$ cat src/assert_macros.svh
// assertion helpers used by the rtl
`ifndef ASSERT_MACROS_SVH
`define ASSERT_MACROS_SVH

// same-cycle implication, off while in reset
`define PCM_ASSERT_IMP(lbl, clk, rst_n, ante, cons) \
	lbl: assert property (@(posedge clk) disable iff (!(rst_n)) (ante) |-> (cons)) \
		else $error("pcm assertion failed");

// next-cycle implication, off while in reset
`define PCM_ASSERT_NXT(lbl, clk, rst_n, ante, cons) \
	lbl: assert property (@(posedge clk) disable iff (!(rst_n)) (ante) |=> (cons)) \
		else $error("pcm assertion failed");

`endif

$ cat src/pcm_pkg.sv
package pcm_pkg;

	localparam int PALETTE_DEPTH = 64;
	localparam int IDX_W = $clog2(PALETTE_DEPTH);
	localparam int SIZE_W = 7;
	localparam int DIST_W = 18;
	localparam int ADDR_W = 3;
	localparam int DATA_W = 32;
	localparam logic [SIZE_W-1:0] PALETTE_SIZE_RESET = 7'd61;

	typedef enum logic {
		CMD_MAP   = 1'b0,
		CMD_WRITE = 1'b1
	} cmd_t;

	typedef enum logic {
		REG_PALETTE_SIZE = 1'b0
	} reg_idx_t;

	typedef struct packed {
		logic [7:0] red;
		logic [7:0] green;
		logic [7:0] blue;
	} rgb_t;

	// item travelling down the cell chain with its running best match
	typedef struct packed {
		logic              command;
		rgb_t              pix;
		logic [IDX_W-1:0]  entry_index;
		logic              frame_start;
		logic [DIST_W-1:0] best_dist;
		logic [IDX_W-1:0]  best_idx;
		rgb_t              best_rgb;
	} tok_t;

	function automatic logic [15:0] sq_diff(input logic [7:0] a, input logic [7:0] b);
		logic [7:0] d;
		d = (a > b) ? (a - b) : (b - a);
		return 16'(d) * 16'(d);
	endfunction

endpackage

$ cat src/pcm_cell.sv
module pcm_cell (
	input  logic                        clk,
	input  logic                        arst_n,
	input  logic                        adv,
	input  logic [pcm_pkg::IDX_W-1:0]   cell_idx,
	input  logic [pcm_pkg::SIZE_W-1:0]  palette_size,
	input  logic                        up_valid,
	input  pcm_pkg::tok_t               up_tok,
	output logic                        dn_valid,
	output pcm_pkg::tok_t               dn_tok
);

	pcm_pkg::rgb_t                     entry_q;
	logic                              valid_s1;
	pcm_pkg::tok_t                     tok_s1;
	logic                              act_s1;
	logic [pcm_pkg::DIST_W-1:0]        dist_s1;
	pcm_pkg::rgb_t                     cand_s1;
	logic                              valid_s2;
	pcm_pkg::tok_t                     tok_s2;

	logic                              wr_hit;
	logic                              act_d;
	logic [pcm_pkg::DIST_W-1:0]        dist_d;
	logic                              upd;
	pcm_pkg::tok_t                     tok_nxt;

	// a load command drops its color in the cell it names
	assign wr_hit = adv && up_valid && (up_tok.command == pcm_pkg::CMD_WRITE)
		&& (up_tok.entry_index == cell_idx);

	// entry zero is always searched, the rest only below palette_size
	assign act_d = (cell_idx == '0)
		|| (pcm_pkg::SIZE_W'(cell_idx) < palette_size);

	assign dist_d = pcm_pkg::DIST_W'(pcm_pkg::sq_diff(up_tok.pix.red, entry_q.red))
		+ pcm_pkg::DIST_W'(pcm_pkg::sq_diff(up_tok.pix.green, entry_q.green))
		+ pcm_pkg::DIST_W'(pcm_pkg::sq_diff(up_tok.pix.blue, entry_q.blue));

	// strict less keeps the lower index on a tie
	always_comb begin
		upd = valid_s1 && (tok_s1.command == pcm_pkg::CMD_MAP) && act_s1
			&& (dist_s1 < tok_s1.best_dist);
		tok_nxt = tok_s1;
		if (upd) begin
			tok_nxt.best_dist = dist_s1;
			tok_nxt.best_idx  = cell_idx;
			tok_nxt.best_rgb  = cand_s1;
		end
	end

	always_ff @(posedge clk) begin
		if (wr_hit) begin
			entry_q <= up_tok.pix;
		end
	end

	always_ff @(posedge clk or negedge arst_n) begin
		if (!arst_n) begin
			valid_s1 <= 1'b0;
			valid_s2 <= 1'b0;
		end else if (adv) begin
			valid_s1 <= up_valid;
			valid_s2 <= valid_s1;
		end
	end

	always_ff @(posedge clk) begin
		if (adv) begin
			tok_s1  <= up_tok;
			act_s1  <= act_d;
			dist_s1 <= dist_d;
			cand_s1 <= entry_q;
			tok_s2  <= tok_nxt;
		end
	end

	assign dn_valid = valid_s2;
	assign dn_tok   = tok_s2;

endmodule

$ cat config.mk
export PLATFORM = sky130hd
export DESIGN_NAME = pcm_cell
export DESIGN_NICKNAME = d
export VERILOG_FILES = /design/src/assert_macros.svh /design/src/pcm_pkg.sv /design/src/pcm_cell.sv
export SDC_FILE = /design/constraint.sdc
export NUM_CORES = 1
export LEC_CHECK = 0
export BUFFER_PORTS_ARGS = -buffer_cell sky130_fd_sc_hd__buf_2
export CAP_MARGIN = 0
export CORE_MARGIN = 4
export CORE_UTILIZATION = 31
export CTS_CLUSTER_SIZE = 10
export DETAILED_ROUTE_END_ITERATION = 7
export PLACE_DENSITY = 0.6
export SYNTH_ARGS = -nofsm -noshare
export SYNTH_HDL_FRONTEND = slang
export SYNTH_SLANG_ARGS = --single-unit
$ cat constraint.sdc
create_clock -name clk -period 8.4 [get_ports clk]
set_input_delay 0.42 -clock clk [delete_from_list [all_inputs] [get_ports clk]]
set_output_delay 0.42 -clock clk [all_outputs]
set_load 0.01 [all_outputs]
==> Flow_metrics.wiki <==
{| class="wikitable"
! Metric !! Value
|-
| Number of sinks driven by the clock tree || 229
|-
| Sequential cell area fraction in the yosys report || 44.1%
|-
| Post-Place Cell Area || 17,700 sq um
|-
| Yosys warns || 0
|-
| Number of iterations in the first detailed-routing pass || 4
|-
| Total number of vias || 9,651
|-
| Worst slew margin relative to its limit || 47.3%
|-
| Crit path setup slack, layout || 0.294 ns
|-
| DIE WIDTH || 232 um
|-
| Final setup violation count || 0
|-
| Number of cells on the worst hold path || 1
|-
| Share of post-route cells with drive strength above 1 || 24.6%
|-
| Total nets after synthesis || 1,625
|-
| Arr. time, crit path || 8.41 ns
|-
| Synth area leaders || edfxtp_1 44%, fa_1 18%, ha_1 12%, inv_1 7.1%, mux2_2 3.8%
|-
| Clock latency on the worst-skew pair || 0.55 ns
|-
| Maximum number of pins on one net before global-route repair || 90
|-
| Area overhead of the layout relative to synthesis || 20.2%
|-
| Number of rows in the core area || 81
|-
| Number of pins exceeding their max-slew limit in the final report || 0
|-
| Root buf cell || clkbuf_16
|-
| Fraction of registers with async set/reset || 0.873%
|-
| Final Routed Wirelength || 32,700 um
|-
| RSZ-0062 raised after global routing || yes
|-
| Critical Path End Type || register
|-
| Most instantiated flip-flop cell in the synthesis netlist || edfxtp_1
|-
| Detailed placer's ending HPWL || 25,800 um
|-
| Die outline area || 53,900 sq um
|-
| TritonCTS clock tree || yes
|-
| Crit path time final || 8.11 ns
|-
| Setup bufs post-CTS || 0
|-
| CTS max path bufs || 3
|-
| Net count, final || 1,876
|-
| Hold Path Class || primary input to register
|-
| FF-to-FF setup slack || 0.29 ns
|-
| DRC violation total after the first TritonRoute iteration || 464
|-
| CTS Buf Count || 29
|-
| DRC viols || 0
|-
| Placement Setup Slack || -0.221 ns
|-
| Initial Util || 31.6%
|-
| Number of vias per cell || 4.44
|-
| Crit Reg-Reg Endpoint || dist_s1[17]
|-
| Number of endpoints with negative hold slack in the final report || 0
|-
| Fin crit share || 96.5%
|-
| Number of unique standard cell types used by synthesis || 68
|-
| Deepest level of the CTS H-tree || 1
|-
| Overall track demand over capacity in global routing || 12.1%
|-
| Worst Reg-to-Reg Cells || 31
|-
| Kind of launch point of the worst setup path || register
|-
| Cell type with the highest occurrence count on the critical path || fa_1
|-
| Cell count after placement || 2,126
|-
| Worst reg2reg startpoint || entry_q[16]
|-
| Setup Crit Path Kind || register to register
|-
| Via count of the first global-routing pass || 10,300
|-
| Count of buffers from port buffering || 177
|-
| First-pass GRT wire length || 53,000 um
|-
| Cell taking the most area after synthesis || edfxtp_1
|-
| Post-synthesis instance area || 15,600 sq um
|-
| Hold Crit Start || up_tok[27]
|-
| Number of ports placed on the die boundary || 178
|-
| Std-Cell Core Area || 49,400 sq um
|-
| Cell with the most instances after synthesis || inv_1
|-
| Highest clock rate || 123 MHz
|-
| Number of fill cells || 4,767
|-
| Slowest library cell on the worst path || fa_1
|-
| EDFF count, synth || 227
|-
| Number of nets with antenna violations after detailed routing || 0
|-
| Final-layout setup total negative slack || 0 ns
|-
| WHS Endpoint || tok_s1[27]
|-
| CP Data Required Time || 8.70 ns
|-
| Synthesized flop and latch total || 229
|-
| DIE HEIGHT || 232 um
|-
| Avg Inst Size Synth || 12.5 sq um
|-
| Number of antenna violations at the first check in global routing || 1
|-
| Least-Margin Pin Slew || 0.791 ns
|-
| Routed len/inst || 15.1 um
|-
| Remaining Overflow, GRT || 0
|-
| Post-route non-filler standard cell count || 2,175
|-
| Most frequent cells after synthesis || 293 x inv_1, 227 x edfxtp_1, 146 x ha_1, 139 x fa_1, 70 x nor2_1
|-
| Status || completed
|-
| Cell area after layout || 18,700 sq um
|-
| Clock-pin slew reported for the worst setup and hold paths after clock tree synthesis || 0.06 ns
|-
| Synth Instances || 1,243
|-
| Portion of synthesized cell area occupied by the leading cell type || 43.7%
|-
| Max Cap Viol || 0
|-
| Final weighted congestion in routability-driven placement || 0.849
|-
| Worst Skew || 0.0187 ns
|-
| Maximum single-stage delay on the critical path || 0.54 ns
|-
| Critical-path maximum fanout || 6
|}
-- cell type report --
class	count	area, sq um	share of cell area (%)
repair buffers	240	1390	7.41
inverters	294	1100	5.89
clock inverters	5	60.1	0.321
diodes	1	2.50	0.0134
clock buffers	42	815	4.35
well taps	664	831	4.44
multi-input cells	700	7660	40.9
flip-flops and latches	229	6870	36.7
-- cell usage in the layout, fill, tap and decap left out, drive strengths merged, types with 2 or more instances in the layout --
| cell type | synthesis | layout |
|---|---|---|
| ha | 146 | 146 |
| o221ai | 2 | 2 |
| and3 | 7 | 7 |
| a211oi | 5 | 5 |
| mux2 | 52 | 52 |
| nand3 | 6 | 6 |
| nand4 | 6 | 6 |
| a221o | 3 | 3 |
| a21bo | 2 | 2 |
| a221oi | 2 | 2 |
| edfxtp | 227 | 227 |
| o21ai | 22 | 22 |
| nor4 | 2 | 2 |
| a21oi | 41 | 41 |
| o21a | 2 | 2 |
| nand2b | 23 | 23 |
| a31oi | 7 | 7 |
| xor2 | 16 | 16 |
| nor2b | 8 | 8 |
| inv | 294 | 296 |
| nor2 | 71 | 71 |
| nand2 | 24 | 24 |
| dfrtp | 2 | 2 |
| or3 | 4 | 4 |
| xnor2 | 25 | 25 |
| mux2i | 15 | 15 |
| a21boi | 2 | 2 |
| o311ai | 3 | 3 |
| o21bai | 6 | 6 |
| a21o | 23 | 23 |
| fa | 139 | 139 |
| or2 | 8 | 8 |
| and2 | 7 | 7 |
| nand3b | 2 | 2 |
| clkbuf | 6 | 42 |
| buf | 14 | 239 |
| nor3 | 3 | 3 |
-- critical path, delay by kind of cell, from the launching register on --
family | cells | cell delay, ns
AOI/OAI and AO/OA | 9 | 2.02
xor gates and xnor gates | 2 | 0.19
adders and majority gates | 10 | 4.14
buffers and inverters | 8 | 0.57
DFF | 1 | 0.38
muxes | 1 | 0.26
and+or+nand+nor | 1 | 0.28
-- cell families after synthesis --
family / count (synthesis) / share of synthesized area (%)
xor+xnor: 41 / 2.42
fa+ha+maj: 285 / 29.6
flops: 229 / 44.1
mux: 67 / 4.80
compound gates: 132 / 5.74
buf+inv: 314 / 7.75
simple gates: 175 / 5.64
-- stage by stage --
stage               util [%]  hold slack (ns)
detailed placement      35.9            0.208
CTS                     37.7          0.00142
global route            37.9           0.0126
finish                  37.9           0.0450
global placement        35.9            0.207
floorplan                  -            0.124
-- sequential cells by signal, summed over array words and instances (netlist names) --
| name | flops |
|---|---|
| tok_s1 | 48 |
| dn_tok | 80 |
| cand_s1 | 24 |
| dn_valid | 1 |
| tok_nxt | 32 |
| act_s1 | 1 |
| entry_q | 24 |
| dist_s1 | 18 |
| valid_s1 | 1 |
-- worst max path at each step --
stage / startpoint / end / slack (ns)
6_report: entry_q[16] / dist_s1[17] / 0.29
5_1_grt: entry_q[16] / dist_s1[17] / -0.06
4_1_cts: entry_q[16] / dist_s1[17] / 0.04
3_5_place_dp: up_tok[71] / dist_s1[17] / -0.22
3_3_place_gp: up_tok[71] / dist_s1[17] / 0.008
2_1_floorplan: up_tok[71] / dist_s1[17] / 0.43
-- metal layers --
| layer | share of wire [%] | vias to the layer above | GRT usage (%) |
|---|---|---|---|
| met5 | 0 | - | 0 |
| met4 | 2.6 | 0 | 3.72 |
| li1 | - | 4605 | - |
| met2 | 51 | 149 | 21.5 |
| met1 | 43 | 4841 | 15.6 |
| met3 | 3.4 | 56 | 1.37 |
-- timing repair --
action,CTS,global route
pin swaps,0,3
hold buffers,1,0
endpoints found under the hold margin,2,0
gates resized for setup,1,29
setup endpoints to repair,1,7
Power is not shown: default switching activity piles up to over one toggle a cycle in this logic, so the estimate is an artifact.
