<file path="config.mk">
export PLATFORM = sky130hd
export DESIGN_NAME = pcm_seen_flat
export DESIGN_NICKNAME = d
export VERILOG_FILES = /design/src/pcm_pkg.sv /design/src/pcm_if.sv /design/src/pcm_seen.sv /design/src/flat_wrapper.sv
export VERILOG_INCLUDE_DIRS = /design/src /design/src/src
export SDC_FILE = /design/constraint.sdc
export NUM_CORES = 1
export LEC_CHECK = 0
export ABC_AREA = 1
export BUFFER_PORTS_ARGS = -buffer_cell sky130_fd_sc_hd__buf_2
export CORE_ASPECT_RATIO = 0.9
export CORE_MARGIN = 2
export CORE_UTILIZATION = 48
export DETAILED_ROUTE_END_ITERATION = 6
export PLACE_DENSITY_LB_ADDON = 0.3
export SLEW_MARGIN = 20
export SYNTH_ARGS = -nofsm -noshare
export SYNTH_HDL_FRONTEND = slang
export SYNTH_SLANG_ARGS = --single-unit
</file>
<file path="constraint.sdc">
create_clock -name clk -period 5.3 [get_ports clk]
set_input_delay 0.53 -clock clk [delete_from_list [all_inputs] [get_ports clk]]
set_output_delay 0.53 -clock clk [all_outputs]
set_load 0.01 [all_outputs]
</file>
<file path="src/assert_macros.svh">
// assertion helpers used by the rtl
`ifndef ASSERT_MACROS_SVH
`define ASSERT_MACROS_SVH

// same-cycle implication, off while in reset
`define PCM_ASSERT_IMP(lbl, clk, rst_n, ante, cons) \
	lbl: assert property (@(posedge clk) disable iff (!(rst_n)) (ante) |-> (cons)) \
		else $error("pcm assertion failed");

// next-cycle implication, off while in reset
`define PCM_ASSERT_NXT(lbl, clk, rst_n, ante, cons) \
	lbl: assert property (@(posedge clk) disable iff (!(rst_n)) (ante) |=> (cons)) \
		else $error("pcm assertion failed");

`endif

</file>
<file path="src/pcm_pkg.sv">
package pcm_pkg;

	localparam int PALETTE_DEPTH = 64;
	localparam int IDX_W = $clog2(PALETTE_DEPTH);
	localparam int SIZE_W = 7;
	localparam int DIST_W = 18;
	localparam int ADDR_W = 3;
	localparam int DATA_W = 32;
	localparam logic [SIZE_W-1:0] PALETTE_SIZE_RESET = 7'd61;

	typedef enum logic {
		CMD_MAP   = 1'b0,
		CMD_WRITE = 1'b1
	} cmd_t;

	typedef enum logic {
		REG_PALETTE_SIZE = 1'b0
	} reg_idx_t;

	typedef struct packed {
		logic [7:0] red;
		logic [7:0] green;
		logic [7:0] blue;
	} rgb_t;

	// item travelling down the cell chain with its running best match
	typedef struct packed {
		logic              command;
		rgb_t              pix;
		logic [IDX_W-1:0]  entry_index;
		logic              frame_start;
		logic [DIST_W-1:0] best_dist;
		logic [IDX_W-1:0]  best_idx;
		rgb_t              best_rgb;
	} tok_t;

	function automatic logic [15:0] sq_diff(input logic [7:0] a, input logic [7:0] b);
		logic [7:0] d;
		d = (a > b) ? (a - b) : (b - a);
		return 16'(d) * 16'(d);
	endfunction

endpackage

</file>
<file path="src/pcm_if.sv">


interface pcm_out_if;
	logic       valid;
	logic       ready;
	logic [7:0] mapped_red;
	logic [7:0] mapped_green;
	logic [7:0] mapped_blue;
	logic [5:0] palette_index;
	logic       first_seen;

	modport source (output valid, output mapped_red, output mapped_green, output mapped_blue,
		output palette_index, output first_seen, input ready);
	modport sink (input valid, input mapped_red, input mapped_green, input mapped_blue,
		input palette_index, input first_seen, output ready);
endinterface

</file>
<file path="src/pcm_seen.sv">
`include "assert_macros.svh"

module pcm_seen (
	input  logic              clk,
	input  logic              arst_n,
	input  logic              tok_valid,
	input  pcm_pkg::tok_t     tok,
	output logic              adv,
	pcm_out_if.source         pix_out
);

	logic [pcm_pkg::PALETTE_DEPTH-1:0] seen_q;
	logic                              out_valid_q;
	pcm_pkg::rgb_t                     out_rgb_q;
	logic [pcm_pkg::IDX_W-1:0]         out_idx_q;
	logic                              out_first_q;

	logic                              is_map;
	logic [pcm_pkg::PALETTE_DEPTH-1:0] seen_base;
	logic [pcm_pkg::PALETTE_DEPTH-1:0] seen_bit;
	logic                              first;

	assign adv    = !out_valid_q || pix_out.ready;
	assign is_map = tok_valid && (tok.command == pcm_pkg::CMD_MAP);

	// frame start wipes the marks before this pixel is looked up
	always_comb begin
		seen_base = tok.frame_start ? '0 : seen_q;
		seen_bit  = '0;
		seen_bit[tok.best_idx] = 1'b1;
		first     = !seen_base[tok.best_idx];
	end

	always_ff @(posedge clk or negedge arst_n) begin
		if (!arst_n) begin
			seen_q      <= '0;
			out_valid_q <= 1'b0;
		end else if (adv) begin
			out_valid_q <= is_map;
			if (is_map) begin
				seen_q <= seen_base | seen_bit;
			end
		end
	end

	always_ff @(posedge clk) begin
		if (adv && is_map) begin
			out_rgb_q   <= tok.best_rgb;
			out_idx_q   <= tok.best_idx;
			out_first_q <= first;
		end
	end

	assign pix_out.valid         = out_valid_q;
	assign pix_out.mapped_red    = out_rgb_q.red;
	assign pix_out.mapped_green  = out_rgb_q.green;
	assign pix_out.mapped_blue   = out_rgb_q.blue;
	assign pix_out.palette_index = out_idx_q;
	assign pix_out.first_seen    = out_first_q;

	`PCM_ASSERT_NXT(a_frame_start_first, clk, arst_n, adv && is_map && tok.frame_start, out_valid_q && out_first_q)
	`PCM_ASSERT_NXT(a_mark_set, clk, arst_n, adv && is_map, seen_q[out_idx_q])
	`PCM_ASSERT_NXT(a_load_silent, clk, arst_n, adv && !is_map, !out_valid_q)
	`PCM_ASSERT_NXT(a_marks_hold, clk, arst_n, !(adv && is_map), $stable(seen_q))

endmodule

</file>
<file path="src/flat_wrapper.sv">
// flat-port wrapper written by rule: the top's interface ports become plain ports
module pcm_seen_flat 
  (clk, arst_n, tok_valid, tok, adv, pix_out_valid, pix_out_mapped_red, pix_out_mapped_green, pix_out_mapped_blue, pix_out_palette_index, pix_out_first_seen, pix_out_ready);
  pcm_out_if pix_out_i ();
  input  logic clk;
  input  logic arst_n;
  input  logic tok_valid;
  input  pcm_pkg::tok_t tok;
  output logic adv;
  output wire logic [$bits(pix_out_i.valid)-1:0] pix_out_valid;
  output wire logic [$bits(pix_out_i.mapped_red)-1:0] pix_out_mapped_red;
  output wire logic [$bits(pix_out_i.mapped_green)-1:0] pix_out_mapped_green;
  output wire logic [$bits(pix_out_i.mapped_blue)-1:0] pix_out_mapped_blue;
  output wire logic [$bits(pix_out_i.palette_index)-1:0] pix_out_palette_index;
  output wire logic [$bits(pix_out_i.first_seen)-1:0] pix_out_first_seen;
  input wire logic [$bits(pix_out_i.ready)-1:0] pix_out_ready;
  assign pix_out_valid = pix_out_i.valid;
  assign pix_out_mapped_red = pix_out_i.mapped_red;
  assign pix_out_mapped_green = pix_out_i.mapped_green;
  assign pix_out_mapped_blue = pix_out_i.mapped_blue;
  assign pix_out_palette_index = pix_out_i.palette_index;
  assign pix_out_first_seen = pix_out_i.first_seen;
  assign pix_out_i.ready = pix_out_ready;
  pcm_seen u_core (.clk(clk), .arst_n(arst_n), .tok_valid(tok_valid), .tok(tok), .adv(adv), .pix_out(pix_out_i));
endmodule
</file>
==> flow_metrics.py <==
metrics = {
    "routing": {
        "routed_wl_um": 10200,
        "via_per_inst": 5.36,
        "vias": 3629,
        "post-route-drc-count": 0,
        "avgRoutedWirePerCell_um": 15.1,
        "first_pass_iters": 5,
        "drt_iter0_markers": 246,
        "ant_nets": 0,
    },
    "global_route": {
        "gr-usage-met1_pct": 29.4,
        "grt_max_degree": 80,
        "grt.total_usage_pct": 21.2,
        "grt-ovfl-total": 0,
        "grt_use_met3_pct": 6.56,
        "use_met2_pct": 32.2,
        "antenna_found_initial": 0,
        "grt_pass1_wl_um": 16200,
        "grt_pass1_vias": 3138,
        "top_usage_layer": "met2",
    },
    "finish": {
        "fill_cells": 847,
        "final_cell_mix": "nand2_1, buf_2, o21ai_0, dfrtp_1, o21ai_1",
        "area_growth_pct": 13.1,
        "multiInputGateArea_um2": 1600,
        "final_common_cell": "nand2_1",
        "regArea_um2": 2560,
        "finalNetCount": 634,
        "num_antenna_cells": 0,
        "drive_above_1_share_pct": 17.3,
        "stdcell_area_um2": 4940,
    },
    "pwr": {
        "vdd_drop_max_v": 0.000182,
        "power.leakage_nw": 2.15,
        "powerDensity_nw_per_um2": 293,
    },
    "sta": {
        "period_share_pct": 54.2,
        "skew_ns": 0.0164,
        "hold_viol_final": 0,
        "maxSlewHeadroom_pct": 39.7,
        "worst_slew_pin_slew_ns": 0.904,
        "drv_slew": 0,
        "fmax_ghz": 0.348,
        "post-route-min-period_ns": 2.87,
        "rsz0062_at_grt": "no",
        "totalNegativeSetupSlack_ns": 0,
        "setup_viol": 0,
    },
    "setup_path": {
        "r2r_slack_ns": 2.69,
        "worstPathBufferInverterCount": 2,
        "crit_required_ns": 5.53,
        "crit_path_top_delay_cell": "clkinv_1",
        "worst_setup_path_end_kind": "register",
        "arrival_ns": 3.11,
        "cp_top_family": "buffers and inverters",
        "path_cells": "buf_2 -> clkinv_1 -> nor2_2 -> nand2_1 -> nand2_1 -> nor2_1 -> nand2_1 -> nand2_1 -> nand2_1 -> nor2_1 -> nand2_1",
        "path_max_fanout": 31,
        "crit_top_cell": "nand2_1",
        "cp_slowest_stage_delay_ns": 0.80,
        "crit_path_start_kind": "input pin",
        "worst-setup-path-type": "input pin to register",
    },
    "floorplan": {
        "die_w_um": 105,
        "dieHeight_um": 94.5,
        "die_area_um2": 9890,
        "start_util_pct": 48.6,
        "core_area_um2": 9000,
        "ios": 117,
        "rows": 33,
    },
    "synthesis": {
        "synthDistinctLibCells": 19,
        "syn-num-nets": 581,
        "syn_avg_cell_area_um2": 8.79,
        "ys_seq_elements": 96,
        "synth_seq_area_share_pct": 58.5,
        "syn_area_um2": 4370,
        "syn_inst": 497,
        "yosys_warnings": 0,
    },
    "cts": {
        "clockBufferDepth": 2,
        "clk_pin_slew_worst_paths_ns": 0.10,
        "cts_tree": "done",
        "cts_made_buffers": 9,
        "post_cts_buffers": 0,
        "cts_root_buffer": "clkbuf_8",
        "insertion_delay_ns": 0.38,
        "h-tree-depth": 3,
        "clkSinkCount": 96,
        "cts.repair.resized": 0,
        "ctsHoldBuffers": 0,
    },
    "outcome": {
        "status": "finished, final reports clean",
    },
    "placed_design": {
        "io_buffers": 68,
        "place.gp.congestion": 0.783,
        "dp_hpwl_um": 6250,
        "dpl-instance-area_um2": 4750,
    },
    "run": {
        "maxCapViolations": 0,
    },
    "worst_hold_path": {
        "hold_path_class": "input pin to register",
    },
}
## synthesized netlist by cell type
cell type / n / share of area (%)
nand3_1: 51 / 5.8
o21ai_1: 63 / 7.2
o21ai_0: 65 / 7.4
nor2_4: 2 / 0.52
buf_4: 3 / 0.52
inv_2: 2 / 0.17
edfxtp_1: 31 / 21
buf_2: 16 / 1.8
clkbuf_1: 5 / 0.43
dfrtp_1: 65 / 37
clkinv_1: 1 / 0.086
inv_1: 16 / 1.4
nand3_2: 1 / 0.23
nor2_1: 19 / 1.6
buf_1: 5 / 0.43
nor3_1: 9 / 1.0
nor2_2: 3 / 0.43
nor3_4: 1 / 0.37
nand2_1: 139 / 12
## layer usage
layer	part of all wire [%]	vias to the layer above
met2	45	127
li1	-	1783
met5	0	-
met1	47	1704
met3	6.7	15
met4	1.5	0
## flip-flops by register name (all words and copies together), names as in the netlist
name and flops:
u_core.seen_q 64, u_core.pix_out.mapped_green 8, u_core.pix_out.mapped_red 8, u_core.pix_out.valid 1, u_core.pix_out.palette_index 6, u_core.pix_out.mapped_blue 8, u_core.pix_out.first_seen 1
## through the flow
step / utilization (%) / power [mW] / std cells / hold slack (ns) / setup WS, ns
floorplan: - / 0.920 / 497 / 0.234 / 3.02
global placement: 52.7 / 0.976 / 661 / 0.475 / 2.13
detailed placement: 52.7 / 0.980 / 661 / 0.483 / 2.11
CTS: 54.9 / 1.46 / 677 / 0.312 / 2.50
global route: 54.9 / 1.51 / 677 / 0.297 / 2.23
finish: 54.9 / 1.45 / 677 / 0.320 / 2.43
## logic make-up (layout without fill, tap and decap cells)
logic type | after synthesis | in the layout | synth area share, %
compound gates | 128 | 128 | 14.7
buf+inv | 48 | 106 | 4.84
flops | 96 | 96 | 58.5
simple gates | 225 | 225 | 22.0
## worst paths after layout
check / startpoint / endpoint / depth (start not counted)
setup reg to reg: u_core.pix_out.valid / u_core.seen_q[62] / 7
hold / removal: tok[0] / u_core.pix_out.mapped_blue[0] / 1
max in group asynchronous: arst_n / u_core.seen_q[9] / 2
hold reg to reg: u_core.seen_q[10] / u_core.seen_q[10] / 2
min in group asynchronous: arst_n / u_core.seen_q[43] / 2
setup / recovery: tok[24] / u_core.pix_out.first_seen / 11
## cell type report
class	instances	share of cell area, %
Sequential cell	96	51.7
Multi-Input combinational cell	353	32.4
Timing Repair Buffer	71	7.34
Tap cell	122	3.09
Clock buffer	10	2.58
Inverter	19	1.49
Clock inverter	6	1.39
## report_power, final
part	internal (mW)	total (mW)	switching [mW]
Clock	0.221	0.485	0.264
Combinational	0.0455	0.157	0.112
Sequential	0.796	0.807	0.0106
Total	1.06	1.45	0.387
Power figures use the tool's default switching activity.
